<file path="src/hw/rtl/kset_pkg.sv">
// Shared types, constants and character codes of the key sequence escape translator.
`default_nettype none

package kset_pkg;

	// Depth of the burst queue between front and back, in bursts.
	localparam int KSET_QUEUE_DEPTH = 2;

	// Configuration register indexes.
	localparam int CFG_IDX_W = 2;
	localparam logic [CFG_IDX_W-1:0] REG_CONVERT_META = 2'd0;
	localparam logic [CFG_IDX_W-1:0] REG_ESC_PREFIX   = 2'd1;

	// Key codes produced by escapes.
	localparam logic [7:0] KEY_BEL    = 8'h07;
	localparam logic [7:0] KEY_BS     = 8'h08;
	localparam logic [7:0] KEY_TAB    = 8'h09;
	localparam logic [7:0] KEY_LF     = 8'h0A;
	localparam logic [7:0] KEY_VT     = 8'h0B;
	localparam logic [7:0] KEY_FF     = 8'h0C;
	localparam logic [7:0] KEY_CR     = 8'h0D;
	localparam logic [7:0] KEY_ESC    = 8'h1B;
	localparam logic [7:0] KEY_FS     = 8'h1C;
	localparam logic [7:0] KEY_RUBOUT = 8'h7F;
	localparam logic [7:0] KEY_NUL    = 8'h00;
	localparam logic [7:0] KEY_META   = 8'h80;
	localparam logic [7:0] KEY_META_FS = 8'hDC;

	// Characters of the binding text that steer the escape parser.
	localparam logic [7:0] CH_BSLASH = 8'h5C;
	localparam logic [7:0] CH_DASH   = 8'h2D;
	localparam logic [7:0] CH_QMARK  = 8'h3F;
	localparam logic [7:0] CH_UP_C   = 8'h43;
	localparam logic [7:0] CH_UP_M   = 8'h4D;
	localparam logic [7:0] CH_LO_A   = 8'h61;
	localparam logic [7:0] CH_LO_B   = 8'h62;
	localparam logic [7:0] CH_LO_D   = 8'h64;
	localparam logic [7:0] CH_LO_E   = 8'h65;
	localparam logic [7:0] CH_LO_F   = 8'h66;
	localparam logic [7:0] CH_LO_N   = 8'h6E;
	localparam logic [7:0] CH_LO_R   = 8'h72;
	localparam logic [7:0] CH_LO_T   = 8'h74;
	localparam logic [7:0] CH_LO_V   = 8'h76;
	localparam logic [7:0] CH_LO_X   = 8'h78;
	localparam logic [7:0] CH_LO_Z   = 8'h7A;
	localparam logic [7:0] CH_DIG_0  = 8'h30;
	localparam logic [7:0] CH_DIG_7  = 8'h37;
	localparam logic [7:0] CH_DIG_9  = 8'h39;
	localparam logic [7:0] CH_UP_A   = 8'h41;
	localparam logic [7:0] CH_UP_F   = 8'h46;

	// Escape parser phase.
	typedef enum logic [3:0] {
		PH_PLAIN     = 4'd0,
		PH_BS        = 4'd1,
		PH_BS_C      = 4'd2,
		PH_BS_M      = 4'd3,
		PH_CD        = 4'd4,
		PH_CD_BS     = 4'd5,
		PH_CD_BS_M   = 4'd6,
		PH_CD_BS_MD  = 4'd7,
		PH_MD        = 4'd8,
		PH_MD_BS     = 4'd9,
		PH_MD_BS_C   = 4'd10,
		PH_MD_BS_CD  = 4'd11,
		PH_OCT       = 4'd12,
		PH_HEX       = 4'd13
	} kset_phase_t;

	// Configuration as seen by the front part.
	typedef struct packed {
		logic convert_meta;
		logic esc_is_prefix_map;
	} kset_cfg_t;

	// The key bytes caused by one input character.
	typedef struct packed {
		logic [2:0][7:0] bytes;
		logic [1:0]      count;
		logic            last;
	} kset_burst_t;

endpackage

`default_nettype wire

</file>
<file path="src/hw/rtl/kset_front.sv">
// Front part: accepts text characters, runs the escape parser and forms key bursts.
`default_nettype none

module kset_front
	import kset_pkg::*;
(
	input  wire logic        clk,
	input  wire logic        arst_n,
	input  wire logic        in_valid,
	output logic             in_stall,
	input  wire logic [7:0]  text_byte,
	input  wire logic        text_last,
	input  wire kset_cfg_t   cfg,
	input  wire logic        q_full,
	output logic             push,
	output kset_burst_t      push_burst
);

	kset_phase_t phase_q, phase_n;
	logic [7:0]  value_q, value_n;
	logic [1:0]  digits_q, digits_n;
	kset_burst_t burst;
	logic        accept;
	logic [7:0]  ch;
	logic [7:0]  ctrl_ch;
	logic        hex_ok;
	logic [3:0]  hex_val;
	logic        oct_ok;

	// Append one byte to a burst; bytes past the third are dropped.
	function automatic kset_burst_t put(kset_burst_t b, logic [7:0] v);
		kset_burst_t r;
		r = b;
		if (r.count != 2'd3) begin
			r.bytes[r.count] = v;
			r.count = r.count + 2'd1;
		end
		return r;
	endfunction

	// True where the phase gives the character back as ordinary text.
	function automatic logic hands_back(kset_phase_t ph, logic [7:0] c, logic hok, logic ook);
		logic r;
		r = 1'b0;
		case (ph)
			PH_PLAIN:    r = 1'b1;
			PH_BS_C:     r = (c != CH_DASH);
			PH_BS_M:     r = (c != CH_DASH);
			PH_CD_BS:    r = (c != CH_UP_M);
			PH_CD_BS_M:  r = (c != CH_DASH);
			PH_MD_BS:    r = (c != CH_UP_C);
			PH_MD_BS_C:  r = (c != CH_DASH);
			PH_OCT:      r = !ook;
			PH_HEX:      r = !hok;
			PH_BS, PH_CD, PH_CD_BS_MD, PH_MD, PH_MD_BS_CD: r = 1'b0;
			default:     r = 1'b1;
		endcase
		return r;
	endfunction

	assign ch = text_byte;
	assign in_stall = q_full;
	assign accept = in_valid && !q_full;

	// Control code of the character: uppercase first, then keep five bits.
	always_comb begin
		if (ch >= CH_LO_A && ch <= CH_LO_Z) begin
			ctrl_ch = {3'b000, ch[4:0]};
		end else begin
			ctrl_ch = {3'b000, ch[4:0]};
		end
	end

	// Digit decoding for octal and hex escapes.
	always_comb begin
		oct_ok = ch inside {[CH_DIG_0:CH_DIG_7]};
		hex_ok = 1'b1;
		hex_val = ch[3:0];
		if (ch inside {[CH_DIG_0:CH_DIG_9]}) begin
			hex_val = ch[3:0];
		end else if (ch inside {[CH_LO_A:CH_LO_F], [CH_UP_A:CH_UP_F]}) begin
			hex_val = ch[3:0] + 4'd9;
		end else begin
			hex_ok = 1'b0;
		end
	end

	// Phase state and digit accumulator.
	always_ff @(posedge clk or negedge arst_n) begin
		if (!arst_n) begin
			phase_q  <= PH_PLAIN;
			value_q  <= '0;
			digits_q <= '0;
		end else if (accept) begin
			phase_q  <= phase_n;
			value_q  <= value_n;
			digits_q <= digits_n;
		end
	end

	// Next phase and the bytes this character releases.
	always_comb begin
		burst    = '0;
		phase_n  = phase_q;
		value_n  = value_q;
		digits_n = digits_q;
		case (phase_q)
			PH_BS: begin
				phase_n = PH_PLAIN;
				case (ch)
					CH_LO_A:   burst = put(burst, KEY_BEL);
					CH_LO_B:   burst = put(burst, KEY_BS);
					CH_LO_D:   burst = put(burst, KEY_RUBOUT);
					CH_LO_E:   burst = put(burst, KEY_ESC);
					CH_LO_F:   burst = put(burst, KEY_FF);
					CH_LO_N:   burst = put(burst, KEY_LF);
					CH_LO_R:   burst = put(burst, KEY_CR);
					CH_LO_T:   burst = put(burst, KEY_TAB);
					CH_LO_V:   burst = put(burst, KEY_VT);
					CH_BSLASH: burst = put(burst, CH_BSLASH);
					CH_UP_C:   phase_n = PH_BS_C;
					CH_UP_M:   phase_n = PH_BS_M;
					CH_LO_X: begin
						phase_n  = PH_HEX;
						value_n  = '0;
						digits_n = '0;
					end
					default: begin
						if (oct_ok) begin
							phase_n  = PH_OCT;
							value_n  = {5'b00000, ch[2:0]};
							digits_n = 2'd1;
						end else begin
							burst = put(burst, ch);
						end
					end
				endcase
			end
			PH_BS_C: begin
				if (ch == CH_DASH) begin
					phase_n = PH_CD;
				end else begin
					burst = put(burst, CH_UP_C);
					phase_n = PH_PLAIN;
				end
			end
			PH_BS_M: begin
				if (ch == CH_DASH) begin
					if (cfg.convert_meta && cfg.esc_is_prefix_map) begin
						burst = put(burst, KEY_ESC);
						phase_n = PH_PLAIN;
					end else begin
						phase_n = PH_MD;
					end
				end else begin
					burst = put(burst, CH_UP_M);
					phase_n = PH_PLAIN;
				end
			end
			PH_CD: begin
				phase_n = PH_PLAIN;
				if (ch == CH_BSLASH) begin
					phase_n = PH_CD_BS;
				end else begin
					burst = put(burst, (ch == CH_QMARK) ? KEY_RUBOUT : ctrl_ch);
				end
			end
			PH_CD_BS: begin
				if (ch == CH_UP_M) begin
					phase_n = PH_CD_BS_M;
				end else begin
					burst = put(burst, KEY_FS);
					phase_n = PH_PLAIN;
				end
			end
			PH_CD_BS_M: begin
				if (ch == CH_DASH) begin
					phase_n = PH_CD_BS_MD;
				end else begin
					burst = put(burst, KEY_FS);
					burst = put(burst, CH_UP_M);
					phase_n = PH_PLAIN;
				end
			end
			PH_CD_BS_MD: begin
				burst = put(burst, KEY_ESC);
				burst = put(burst, ctrl_ch);
				phase_n = PH_PLAIN;
			end
			PH_MD: begin
				phase_n = PH_PLAIN;
				if (ch == CH_BSLASH) begin
					phase_n = PH_MD_BS;
				end else begin
					burst = put(burst, ch | KEY_META);
				end
			end
			PH_MD_BS: begin
				if (ch == CH_UP_C) begin
					phase_n = PH_MD_BS_C;
				end else begin
					burst = put(burst, KEY_META_FS);
					phase_n = PH_PLAIN;
				end
			end
			PH_MD_BS_C: begin
				if (ch == CH_DASH) begin
					phase_n = PH_MD_BS_CD;
				end else begin
					burst = put(burst, KEY_META_FS);
					burst = put(burst, CH_UP_C);
					phase_n = PH_PLAIN;
				end
			end
			PH_MD_BS_CD: begin
				burst = put(burst, ((ch == CH_QMARK) ? KEY_RUBOUT : ctrl_ch) | KEY_META);
				phase_n = PH_PLAIN;
			end
			PH_OCT: begin
				if (oct_ok) begin
					value_n  = {value_q[4:0], ch[2:0]};
					digits_n = digits_q + 2'd1;
					if (digits_n == 2'd3) begin
						burst = put(burst, value_n);
						phase_n = PH_PLAIN;
					end
				end else begin
					burst = put(burst, value_q);
					phase_n = PH_PLAIN;
				end
			end
			PH_HEX: begin
				if (hex_ok) begin
					value_n  = {value_q[3:0], hex_val};
					digits_n = digits_q + 2'd1;
					if (digits_n >= 2'd2) begin
						burst = put(burst, value_n);
						phase_n = PH_PLAIN;
					end
				end else begin
					burst = put(burst, (digits_q != 2'd0) ? value_q : CH_LO_X);
					phase_n = PH_PLAIN;
				end
			end
			default: begin
				phase_n = PH_PLAIN;
			end
		endcase

		// A broken prefix hands the character back to plain text handling.
		if (phase_n == PH_PLAIN && hands_back(phase_q, ch, hex_ok, oct_ok)) begin
			if (ch == CH_BSLASH) begin
				phase_n = PH_BS;
			end else begin
				burst = put(burst, ch);
			end
		end

		// End of text: flush whatever escape is still pending.
		if (text_last) begin
			case (phase_n)
				PH_BS:       burst = put(burst, CH_BSLASH);
				PH_BS_C:     burst = put(burst, CH_UP_C);
				PH_BS_M:     burst = put(burst, CH_UP_M);
				PH_CD:       burst = put(burst, KEY_NUL);
				PH_CD_BS:    burst = put(burst, KEY_FS);
				PH_CD_BS_M: begin
					burst = put(burst, KEY_FS);
					burst = put(burst, CH_UP_M);
				end
				PH_CD_BS_MD: begin
					burst = put(burst, KEY_ESC);
					burst = put(burst, KEY_NUL);
				end
				PH_MD:       burst = put(burst, KEY_META);
				PH_MD_BS:    burst = put(burst, KEY_META_FS);
				PH_MD_BS_C: begin
					burst = put(burst, KEY_META_FS);
					burst = put(burst, CH_UP_C);
				end
				PH_MD_BS_CD: burst = put(burst, KEY_META);
				PH_OCT:      burst = put(burst, value_n);
				PH_HEX:      burst = put(burst, (digits_n != 2'd0) ? value_n : CH_LO_X);
				default: ;
			endcase
			phase_n  = PH_PLAIN;
			value_n  = '0;
			digits_n = '0;
		end
		burst.last = text_last;
	end

	assign push       = accept && (burst.count != 2'd0);
	assign push_burst = burst;

endmodule

`default_nettype wire

</file>
<file path="src/hw/rtl/kset_queue.sv">
// Burst queue that decouples the escape parser from the output sequencer.
`default_nettype none

module kset_queue
	import kset_pkg::*;
#(
	parameter int QUEUE_DEPTH = KSET_QUEUE_DEPTH
) (
	input  wire logic         clk,
	input  wire logic         arst_n,
	input  wire logic         push,
	input  wire kset_burst_t  push_burst,
	output logic              full,
	input  wire logic         pop,
	output logic              head_valid,
	output kset_burst_t       head
);

	localparam int PW = (QUEUE_DEPTH > 1) ? $clog2(QUEUE_DEPTH) : 1;
	localparam int LW = $clog2(QUEUE_DEPTH + 1);

	kset_burst_t         entry_q [QUEUE_DEPTH];
	logic [PW-1:0]       wr_ptr_q;
	logic [PW-1:0]       rd_ptr_q;
	logic [LW-1:0]       level_q;

	assign full       = (level_q == LW'(QUEUE_DEPTH));
	assign head_valid = (level_q != '0);
	assign head       = entry_q[rd_ptr_q];

	// Storage: written at the tail, no reset needed.
	always_ff @(posedge clk) begin
		if (push) begin
			entry_q[wr_ptr_q] <= push_burst;
		end
	end

	// Pointers and fill level.
	always_ff @(posedge clk or negedge arst_n) begin
		if (!arst_n) begin
			wr_ptr_q <= '0;
			rd_ptr_q <= '0;
			level_q  <= '0;
		end else begin
			if (push) begin
				wr_ptr_q <= (wr_ptr_q == PW'(QUEUE_DEPTH - 1)) ? '0 : wr_ptr_q + 1'b1;
			end
			if (pop) begin
				rd_ptr_q <= (rd_ptr_q == PW'(QUEUE_DEPTH - 1)) ? '0 : rd_ptr_q + 1'b1;
			end
			if (push && !pop) begin
				level_q <= level_q + 1'b1;
			end else if (pop && !push) begin
				level_q <= level_q - 1'b1;
			end
		end
	end

endmodule

`default_nettype wire

</file>
<file path="src/hw/rtl/kset_back.sv">
// Back part: walks each queued burst and presents one key byte per transaction.
`default_nettype none

module kset_back
	import kset_pkg::*;
(
	input  wire logic         clk,
	input  wire logic         arst_n,
	input  wire logic         head_valid,
	input  wire kset_burst_t  head,
	output logic              pop,
	output logic              out_valid,
	input  wire logic         out_stall,
	output logic [7:0]        key_byte,
	output logic              run_last,
	output logic              sequence_end
);

	logic [1:0] idx_q;
	logic       out_valid_q;
	logic [7:0] key_byte_q;
	logic       run_last_q;
	logic       seq_end_q;
	logic       slot_free;
	logic       load;
	logic       is_final;

	// The output register frees up when empty or when its transaction completes.
	assign slot_free = !out_valid_q || !out_stall;
	assign load      = slot_free && head_valid;
	assign is_final  = (idx_q == (head.count - 2'd1));
	assign pop       = load && is_final;

	// Byte position within the current burst and output valid.
	always_ff @(posedge clk or negedge arst_n) begin
		if (!arst_n) begin
			idx_q       <= '0;
			out_valid_q <= 1'b0;
		end else begin
			if (load) begin
				idx_q <= is_final ? 2'd0 : idx_q + 2'd1;
			end
			if (slot_free) begin
				out_valid_q <= head_valid;
			end
		end
	end

	// Output payload register.
	always_ff @(posedge clk) begin
		if (load) begin
			key_byte_q <= head.bytes[idx_q];
			run_last_q <= is_final;
			seq_end_q  <= is_final && head.last;
		end
	end

	assign out_valid    = out_valid_q;
	assign key_byte     = key_byte_q;
	assign run_last     = run_last_q;
	assign sequence_end = seq_end_q;

endmodule

`default_nettype wire

</file>
<file path="src/hw/rtl/key_sequence_escape_translator_core.sv">
// Top level of the key sequence escape translator.
`default_nettype none

// Translates key-binding text, one character per input transaction, into key bytes,
// one byte per output transaction. The parser at the front takes a character every
// cycle unless the queue is full and turns it into a burst of zero to three key bytes;
// a queue of QUEUE_DEPTH bursts feeds the output sequencer, which sends one byte per
// cycle unless the output stalls. Characters that give at most one byte therefore
// flow at one per cycle; a character that gives more bytes holds the output until all
// are sent, and input stalls once the queue is full. A byte passes through a queue
// entry and the output register. The configuration registers take a write in any
// cycle (ready is always high) and should be changed only while the block is idle.

module key_sequence_escape_translator_core
	import kset_pkg::*;
#(
	parameter int QUEUE_DEPTH = KSET_QUEUE_DEPTH
) (
	input  wire logic                 clk,
	input  wire logic                 arst_n,
	input  wire logic                 cfg_valid,
	output logic                      cfg_ready,
	input  wire logic [CFG_IDX_W-1:0] cfg_index,
	input  wire logic                 cfg_data,
	input  wire logic                 in_valid,
	output logic                      in_stall,
	input  wire logic [7:0]           text_byte,
	input  wire logic                 text_last,
	output logic                      out_valid,
	input  wire logic                 out_stall,
	output logic [7:0]                key_byte,
	output logic                      run_last,
	output logic                      sequence_end
);

	kset_cfg_t   cfg_q;
	logic        q_full;
	logic        push;
	kset_burst_t push_burst;
	logic        pop;
	logic        head_valid;
	kset_burst_t head;

	assign cfg_ready = 1'b1;

	// Configuration registers; writes to unknown indexes are dropped.
	always_ff @(posedge clk or negedge arst_n) begin
		if (!arst_n) begin
			cfg_q.convert_meta      <= 1'b1;
			cfg_q.esc_is_prefix_map <= 1'b1;
		end else if (cfg_valid && cfg_ready) begin
			case (cfg_index)
				REG_CONVERT_META: cfg_q.convert_meta      <= cfg_data;
				REG_ESC_PREFIX:   cfg_q.esc_is_prefix_map <= cfg_data;
				default: ;
			endcase
		end
	end

	kset_front u_front (
		.clk        (clk),
		.arst_n     (arst_n),
		.in_valid   (in_valid),
		.in_stall   (in_stall),
		.text_byte  (text_byte),
		.text_last  (text_last),
		.cfg        (cfg_q),
		.q_full     (q_full),
		.push       (push),
		.push_burst (push_burst)
	);

	kset_queue #(
		.QUEUE_DEPTH (QUEUE_DEPTH)
	) u_queue (
		.clk        (clk),
		.arst_n     (arst_n),
		.push       (push),
		.push_burst (push_burst),
		.full       (q_full),
		.pop        (pop),
		.head_valid (head_valid),
		.head       (head)
	);

	kset_back u_back (
		.clk          (clk),
		.arst_n       (arst_n),
		.head_valid   (head_valid),
		.head         (head),
		.pop          (pop),
		.out_valid    (out_valid),
		.out_stall    (out_stall),
		.key_byte     (key_byte),
		.run_last     (run_last),
		.sequence_end (sequence_end)
	);

endmodule

`default_nettype wire

</file>
<file path="config.mk">
export PLATFORM = sky130hd
export DESIGN_NAME = key_sequence_escape_translator_core
export DESIGN_NICKNAME = d
export VERILOG_FILES = /design/src/hw/rtl/kset_pkg.sv /design/src/hw/rtl/kset_front.sv /design/src/hw/rtl/kset_queue.sv /design/src/hw/rtl/kset_back.sv /design/src/hw/rtl/key_sequence_escape_translator_core.sv
export SDC_FILE = /design/constraint.sdc
export NUM_CORES = 1
export LEC_CHECK = 0
export BUFFER_PORTS_ARGS = -buffer_cell sky130_fd_sc_hd__buf_2
export CAP_MARGIN = 20
export CORE_ASPECT_RATIO = 1.1
export CORE_MARGIN = 2
export CORE_UTILIZATION = 55
export DETAILED_ROUTE_END_ITERATION = 16
export PLACE_DENSITY = 0.8
export SLEW_MARGIN = 5
export SYNTH_ARGS = -nofsm -noshare
export SYNTH_HDL_FRONTEND = slang
export SYNTH_SLANG_ARGS = --single-unit
</file>
<file path="constraint.sdc">
create_clock -name clk -period 4 [get_ports clk]
set_input_delay 0.2 -clock clk [delete_from_list [all_inputs] [get_ports clk]]
set_output_delay 0.2 -clock clk [all_outputs]
set_load 0.1 [all_outputs]
</file>
# == After elaboration in Yosys (flattened, before gate mapping) ==
# Memory sizes are Yosys's and may differ from the RTL's.
# Index checks and enable logic that the tools add are counted.
# Widths: inputs -> output; s select.
# word_totals
register_bits,33
out_inout_bits,13
inputBits,17
ram_bits,54
elab_cells,309
memories,1
# memory_table
name,words,width,rd,rd_ports_with_merged_regs,write_ports,line,text
u_queue.entry_q,2,27,1,0,1,kset_queue.sv:22,kset_burst_t entry_q [QUEUE_DEPTH];
# op_classes
n_reduce_logical,45
add_sub_neg,16
order_cmp,25
n_eq_ne,56
bitwise_logic,37
n_mux,116
# ops
cell,n
$mux 26,23
$pmux 27 s13,1
$pmux 27 s12,1
$pmux 27 s11,1
$mux 8,17
$mux 27,5
$demux 8 s2,8
$eq 8x7->1 const B,13
$bwmux 24,4
$mux 11,8
$mux 10,7
$mux 4,15
$not 12->12,5
$not 15->15,4
$and 12x12->12,4
$and 24x24->24,2
$eq 4x4->1 const B,12
$not 24->24,2
$or 12x12->12,4
$and 15x15->15,3
$pmux 4 s11,1
$eq 4x3->1 const B,8
$lt 2x3->1 const B,9
$or 9x9->9,3
other kinds (53),135

# == Longest topological paths before layout ==
# logic_depth
word_depth,44
ltp_mapped,18
mapped_depth_nobuf,15

# == By module ==
# Synthesis repeated with hierarchy kept, for this count alone.
# unflattened
hier_cells,661
hier_area_um2,6251.0
# by_module_without_submodules
mod,area_each_um2,cells_each,n_inst
kset_front,3253.1,495,1
kset_queue,2237.1,100,1
kset_back,659.4,58,1
key_sequence_escape_translator_core,101.3,8,1

# == Least setup slack after synthesis ==
# Ideal clock, no wire load.
# synth_timing
path_type,input port to flip-flop
start,input port text_byte[0]
end,"memory u_queue.entry_q[1][0] (netlist bit), enable pin"
stages,14
t_required_ps,3589
slack_ps,-429
path_buffers,3
t_arrival_ps,4018
setup_time_ps,411
path_cell_list,inv_1 -> ha_1 -> buf_6 -> or3b_4 -> o311a_4 -> o211ai_2 -> nand2b_1 -> buf_6 -> or4b_4 -> buf_6 -> o21a_1 -> nor3b_2 -> o31ai_4 -> nor2_1
# synth_between
elab_chain_cells,23
word_cells_on_any_way,118
# synth_lines
element,line,text
"start, declared",key_sequence_escape_translator_core.sv:27,"input wire logic [7:0] text_byte,"
$ge 8x7->1 (tied with other cells),n/a,
$logic_and 1x1->1,kset_front.sv:81,"end else if (ch inside {[CH_LO_A:CH_LO_F], [CH_UP_A:CH_UP_F]}) begin"
$reduce_bool 2->1,kset_front.sv:81,
$mux 1,kset_front.sv:81,
$mux 1,kset_front.sv:79,if (ch inside {[CH_DIG_0:CH_DIG_9]}) begin
$mux 11,kset_front.sv:233,if (hex_ok) begin
$pmux 27 s13,kset_front.sv:107,case (phase_q)
$add 2x1->2 / $ne 2x2->1 (equally long branches),"kset_front.sv:36, kset_front.sv:34",
(+7 left out),n/a,
$add 2x1->2 / $ne 2x2->1 (equally long branches),"kset_front.sv:36, kset_front.sv:34",
$mux 26,kset_front.sv:34,if (r.count != 2'd3) begin
$pmux 27 s12,kset_front.sv:261,case (phase_n)
$mux 27 *,kset_front.sv:260,if (text_last) begin
$reduce_bool 2->1 *,kset_front.sv:293,assign push = accept && (burst.count != 2'd0);
$logic_and 1x1->1 *,kset_front.sv:293,
$mux 1 *,kset_queue.sv:33,if (push) begin
$mux 1 (not written as such) *,kset_queue.sv:34,entry_q[wr_ptr_q] <= push_burst;
"end, declared",kset_queue.sv:22,
# Every way passes the cells marked *; elsewhere a longest branch is shown, timed or not. The select of a mux whose other input is x is not followed.

# == Final worst setup path ==
# layout_timing
start,register u_front.phase_q[1]
end,"memory u_queue.entry_q[0][25] (netlist bit), enable pin"
# layout_between
elab_chain_cells,18
word_cells_on_any_way,78
# layout_lines
element,line,text
"start, declared",kset_front.sv:19,"kset_phase_t phase_q, phase_n;"
"start signal, assigned",kset_front.sv:95,phase_q <= phase_n;
$eq 4x4->1 (tied with other cells),"kset_front.sv:45, kset_front.sv:107",
$pmux 27 s13 (tied with other cells),kset_front.sv:107,
$add 2x1->2 (tied with other cells),kset_front.sv:36,r.count = r.count + 2'd1;
$mux 26 / $logic_not 4->1 (equally long branches),"kset_front.sv:34, kset_front.sv:251",
$mux 27 / $logic_and 1x1->1 (equally long branches),"kset_front.sv:252, kset_front.sv:251",
$mux 27,kset_front.sv:251,"if (phase_n == PH_PLAIN && hands_back(phase_q, ch, hex_ok, oct_ok)) begin"
$add 2x1->2 / $ne 2x2->1 (equally long branches),"kset_front.sv:36, kset_front.sv:34",
$mux 26,kset_front.sv:34,
(+2 left out),n/a,
$add 2x1->2 / $ne 2x2->1 (equally long branches),"kset_front.sv:36, kset_front.sv:34",
$mux 26,kset_front.sv:34,
$pmux 27 s12,kset_front.sv:261,
$mux 27 *,kset_front.sv:260,
$reduce_bool 2->1 *,kset_front.sv:293,
$logic_and 1x1->1 *,kset_front.sv:293,
$mux 1 *,kset_queue.sv:33,
$mux 1 (not written as such) *,kset_queue.sv:34,
# Marked as above.

==> metrics.cfg <==
[floorplanning]
core_um2=10900
initial_core_util=0.565
die_area_um2=12100
io_pins=30
fp.dieW_um=105
die_height_um=115
fp-row-count=40

[cells_and_area]
insertedDiodeCount=0
drive_above_1_share=0.229
layout_commonest_cell=buf_4
final_cell_mix=buf_4, nand2_1, edfxtp_1
nets=753
fillerInstances=891
final_area_um2=7170
area_delta_synth_final_pct=16.3

[drt]
drt_first_pass_iters=6
wire_per_inst_um=26.1
num_vias=6062
ant_nets=0
totalWireLength_um=23000
via_per_inst=6.89
drc=0
drt_iter0_drc=890

[setup_path]
critPathMostFrequentCell=buf_4
critPathKind=flip-flop to flip-flop
worst_path_max_delay_cell=or4b_4
crit_family=simple AND/OR/NAND/NOR gates
crit_cells=12
critPathRequiredTime_ns=4.04
worstSetupStartpointType=flip-flop
worstReg2RegStart=u_front.phase_q[1]$_DFFE_PN0P_
crit_start=u_front.phase_q[1]$_DFFE_PN0P_
crit_chain=nand4bb_1, buf_4, or3_1, o21ai_0, nor2_1, or4b_4, or2_1, a211oi_2, o31ai_4, buf_4, nor2_2, buf_12
critPathArrivalTime_ns=3.89
critPathMaxFanout=27
critPathBufInv=3
r2r_setup_slack_ns=0.15
max_stage_delay_ns=0.60
reg2reg_to=u_queue.entry_q[0][25]$_DFFE_PP_
cp-endpoint=u_queue.entry_q[0][25]$_DFFE_PP_
end_kind=flip-flop
ff2ff_path_depth=12

[synth]
synthCells=658
synth_top_cell_area_share=0.312
syn-num-nets=683
synth_top_family_by_area=compound AO/OA/AOI/OAI gates
syn_area_um2=6160
yosys.area_share.xor_xnor=0.0114
ys_ff_latch=87
synth_fa_ha_area_frac=0.0179
synthDistinctLibCells=95
synth-async-reset-ratio=0.264
ys_warn_count=0
synth_seq_area_share=0.406
synth_compound_area_frac=0.244
synth_edf_count=64
synth_flop_cell=edfxtp_1
muxShareOfSynthArea=0.0573
synthSimpleGateAreaFrac=0.209
ys_top_cells_by_area=edfxtp_1, dfrtp_1, o21ai_0
syn_area_per_cell_um2=9.36
yosysTopAreaCell=edfxtp_1

[cts]
clk_pin_slew_ns=0.06
clock_latency_ns=0.35
clock_path_buffers=2
numCtsBuffers=9
htree_levels=3
cts_tree=done
cts-root-buf=clkbuf_16
cts_num_sinks=87

[placed_design]
place_congestion=1.04
port_buffers=28
dp_hpwl_um=17400
place_area_um2=6850

[pwr]
p_int_mw=2.08
switchingPower_mw=1.42
pwr-share-clk=0.233
pwr-share-comb=0.371
seqPwrFrac=0.396
power.leakage_nw=2.75
p_per_area_nw_per_um2=487
ir_drop_mv=0.494
p_sw_frac=0.405

[sta]
max_slew.worst_pin.slew_ns=0.809
report.final.slew_viol_count=0
tns_ns=0
setup_viol=0
timing.final.crit_period_ns=3.85
skew_ns=0.0140
finalCritPeriodShare=0.963
max-slew-margin-rel=0.459
final_hold_viol_count=0
max_freq_mhz=260
rsz0062_at_grt=no

[grt]
grt_pass1_wl_um=35200
grt_max_degree=28
overflow=0
track_usage=0.391
first_global_vias=5891
antenna_found_initial=0

[worst_hold_path]
hold_class=input port to flip-flop

[outcome]
status=finished clean

[job]
max_cap_viol_count=0

-- synth_stat cells, drive strengths merged, types with 8 or more instances --
cell / count
o211ai: 11
nand3: 16
a21oi: 41
mux2i: 15
clkbuf: 21
nor3: 19
ha: 8
mux4: 8
or3: 8
o22ai: 16
edfxtp: 64
o21ai: 61
inv: 26
nand2: 68
dfrtp: 21
nor2: 56
nand2b: 9
nor4: 9
buf: 25
-- worst register-to-register path, cell delays in order (launching register included) --
cell,delay [ns]
dfrtp_1,0.55
nand4bb_1,0.24
buf_4,0.14
or3_1,0.23
o21ai_0,0.17
nor2_1,0.27
or4b_4,0.60
or2_1,0.30
a211oi_2,0.37
o31ai_4,0.12
buf_4,0.17
nor2_2,0.15
buf_12,0.22
-- cell families after synthesis --
logic type               after synthesis
AO/OA/AOI/OAI                        214
flip-flops                            87
multiplexers                          25
adder cells (fa/ha/maj)                9
AND/OR/NAND/NOR                      241
XOR/XNOR                               8
other                                  1
buffers and inverters                 73
-- registers in the layout (all words and copies together), names as in the netlist --
register and count:
u_back.key_byte 8, u_back.run_last 1, u_queue.level_q 2, u_back.sequence_end 1, u_queue.wr_ptr_q 1, u_front.digits_q 2, u_queue.rd_ptr_q 1, u_front.value_q 8
u_front.phase_q 4, cfg_q 2, u_back.out_valid 1, u_back.idx_q 2, u_queue.entry_q 54
-- per-layer routing --
metal | share of wire | GRT usage
met1 | 0.36 | 0.468
met5 | 0 | 0
met2 | 0.49 | 0.682
met4 | 0.064 | 0.228
met3 | 0.084 | 0.0499
-- power groups by stage --
| stage | combinational (mW) | clock [mW] | sequential [mW] |
|---|---|---|---|
| after floorplan | 0.603 | 0 | 1.75 |
| after global placement | 1.24 | 0 | 1.37 |
| after detailed placement | 1.27 | 0 | 1.39 |
| after CTS | 1.29 | 0.813 | 1.38 |
| after global routing | 1.36 | 0.846 | 1.40 |
| final | 1.29 | 0.815 | 1.38 |
-- per-stage QoR --
stage / power (mW) / hold slack, ns / utilization / cells / setup WS, ns
after floorplan: 2.35 / -0.0956 / - / 658 / -0.429
after global placement: 2.61 / 0.207 / 0.628 / 861 / 0.167
after detailed placement: 2.66 / 0.223 / 0.628 / 861 / -0.0208
after CTS: 3.49 / 0.0737 / 0.655 / 878 / 0.201
after global routing: 3.60 / 0.0851 / 0.657 / 880 / 0.0355
final: 3.49 / 0.0771 / 0.657 / 880 / 0.147
-- what timing repair did --
action | CTS | global route
endpoints found under the hold margin | 21 | 0
setup buffers | 0 | 2
endpoints found under the setup margin | 0 | 55
hold buffers | 1 | 0
gates resized for setup | 0 | 3
-- worst min path at each step --
stage / startpoint / end / slack, ns / cells past startpoint
2_1_floorplan: arst_n / u_back.idx_q[0]$_DFFE_PN0P_ / -0.1 / 0
3_3_place_gp: arst_n / u_front.digits_q[0]$_DFFE_PN0P_ / 0.21 / 1
3_5_place_dp: arst_n / u_front.digits_q[0]$_DFFE_PN0P_ / 0.22 / 1
4_1_cts: out_stall / u_back.out_valid$_DFFE_PN0P_ / 0.07 / 3
5_1_grt: out_stall / u_back.out_valid$_DFFE_PN0P_ / 0.09 / 3
6_report: out_stall / u_back.out_valid$_DFFE_PN0P_ / 0.08 / 3
-- area by class of cell --
| type | count | area, um^2 | area share |
|---|---|---|---|
| sequential | 87 | 2500 | 0.349 |
| timing repair buffer | 105 | 758 | 0.106 |
| clock buffer | 12 | 258 | 0.0360 |
| tap | 147 | 184 | 0.0257 |
| clock inverter | 4 | 27.5 | 0.00384 |
| multi-input combinational | 498 | 3340 | 0.466 |
| inverter | 27 | 101 | 0.0141 |
(Power assumes the default switching activity.)
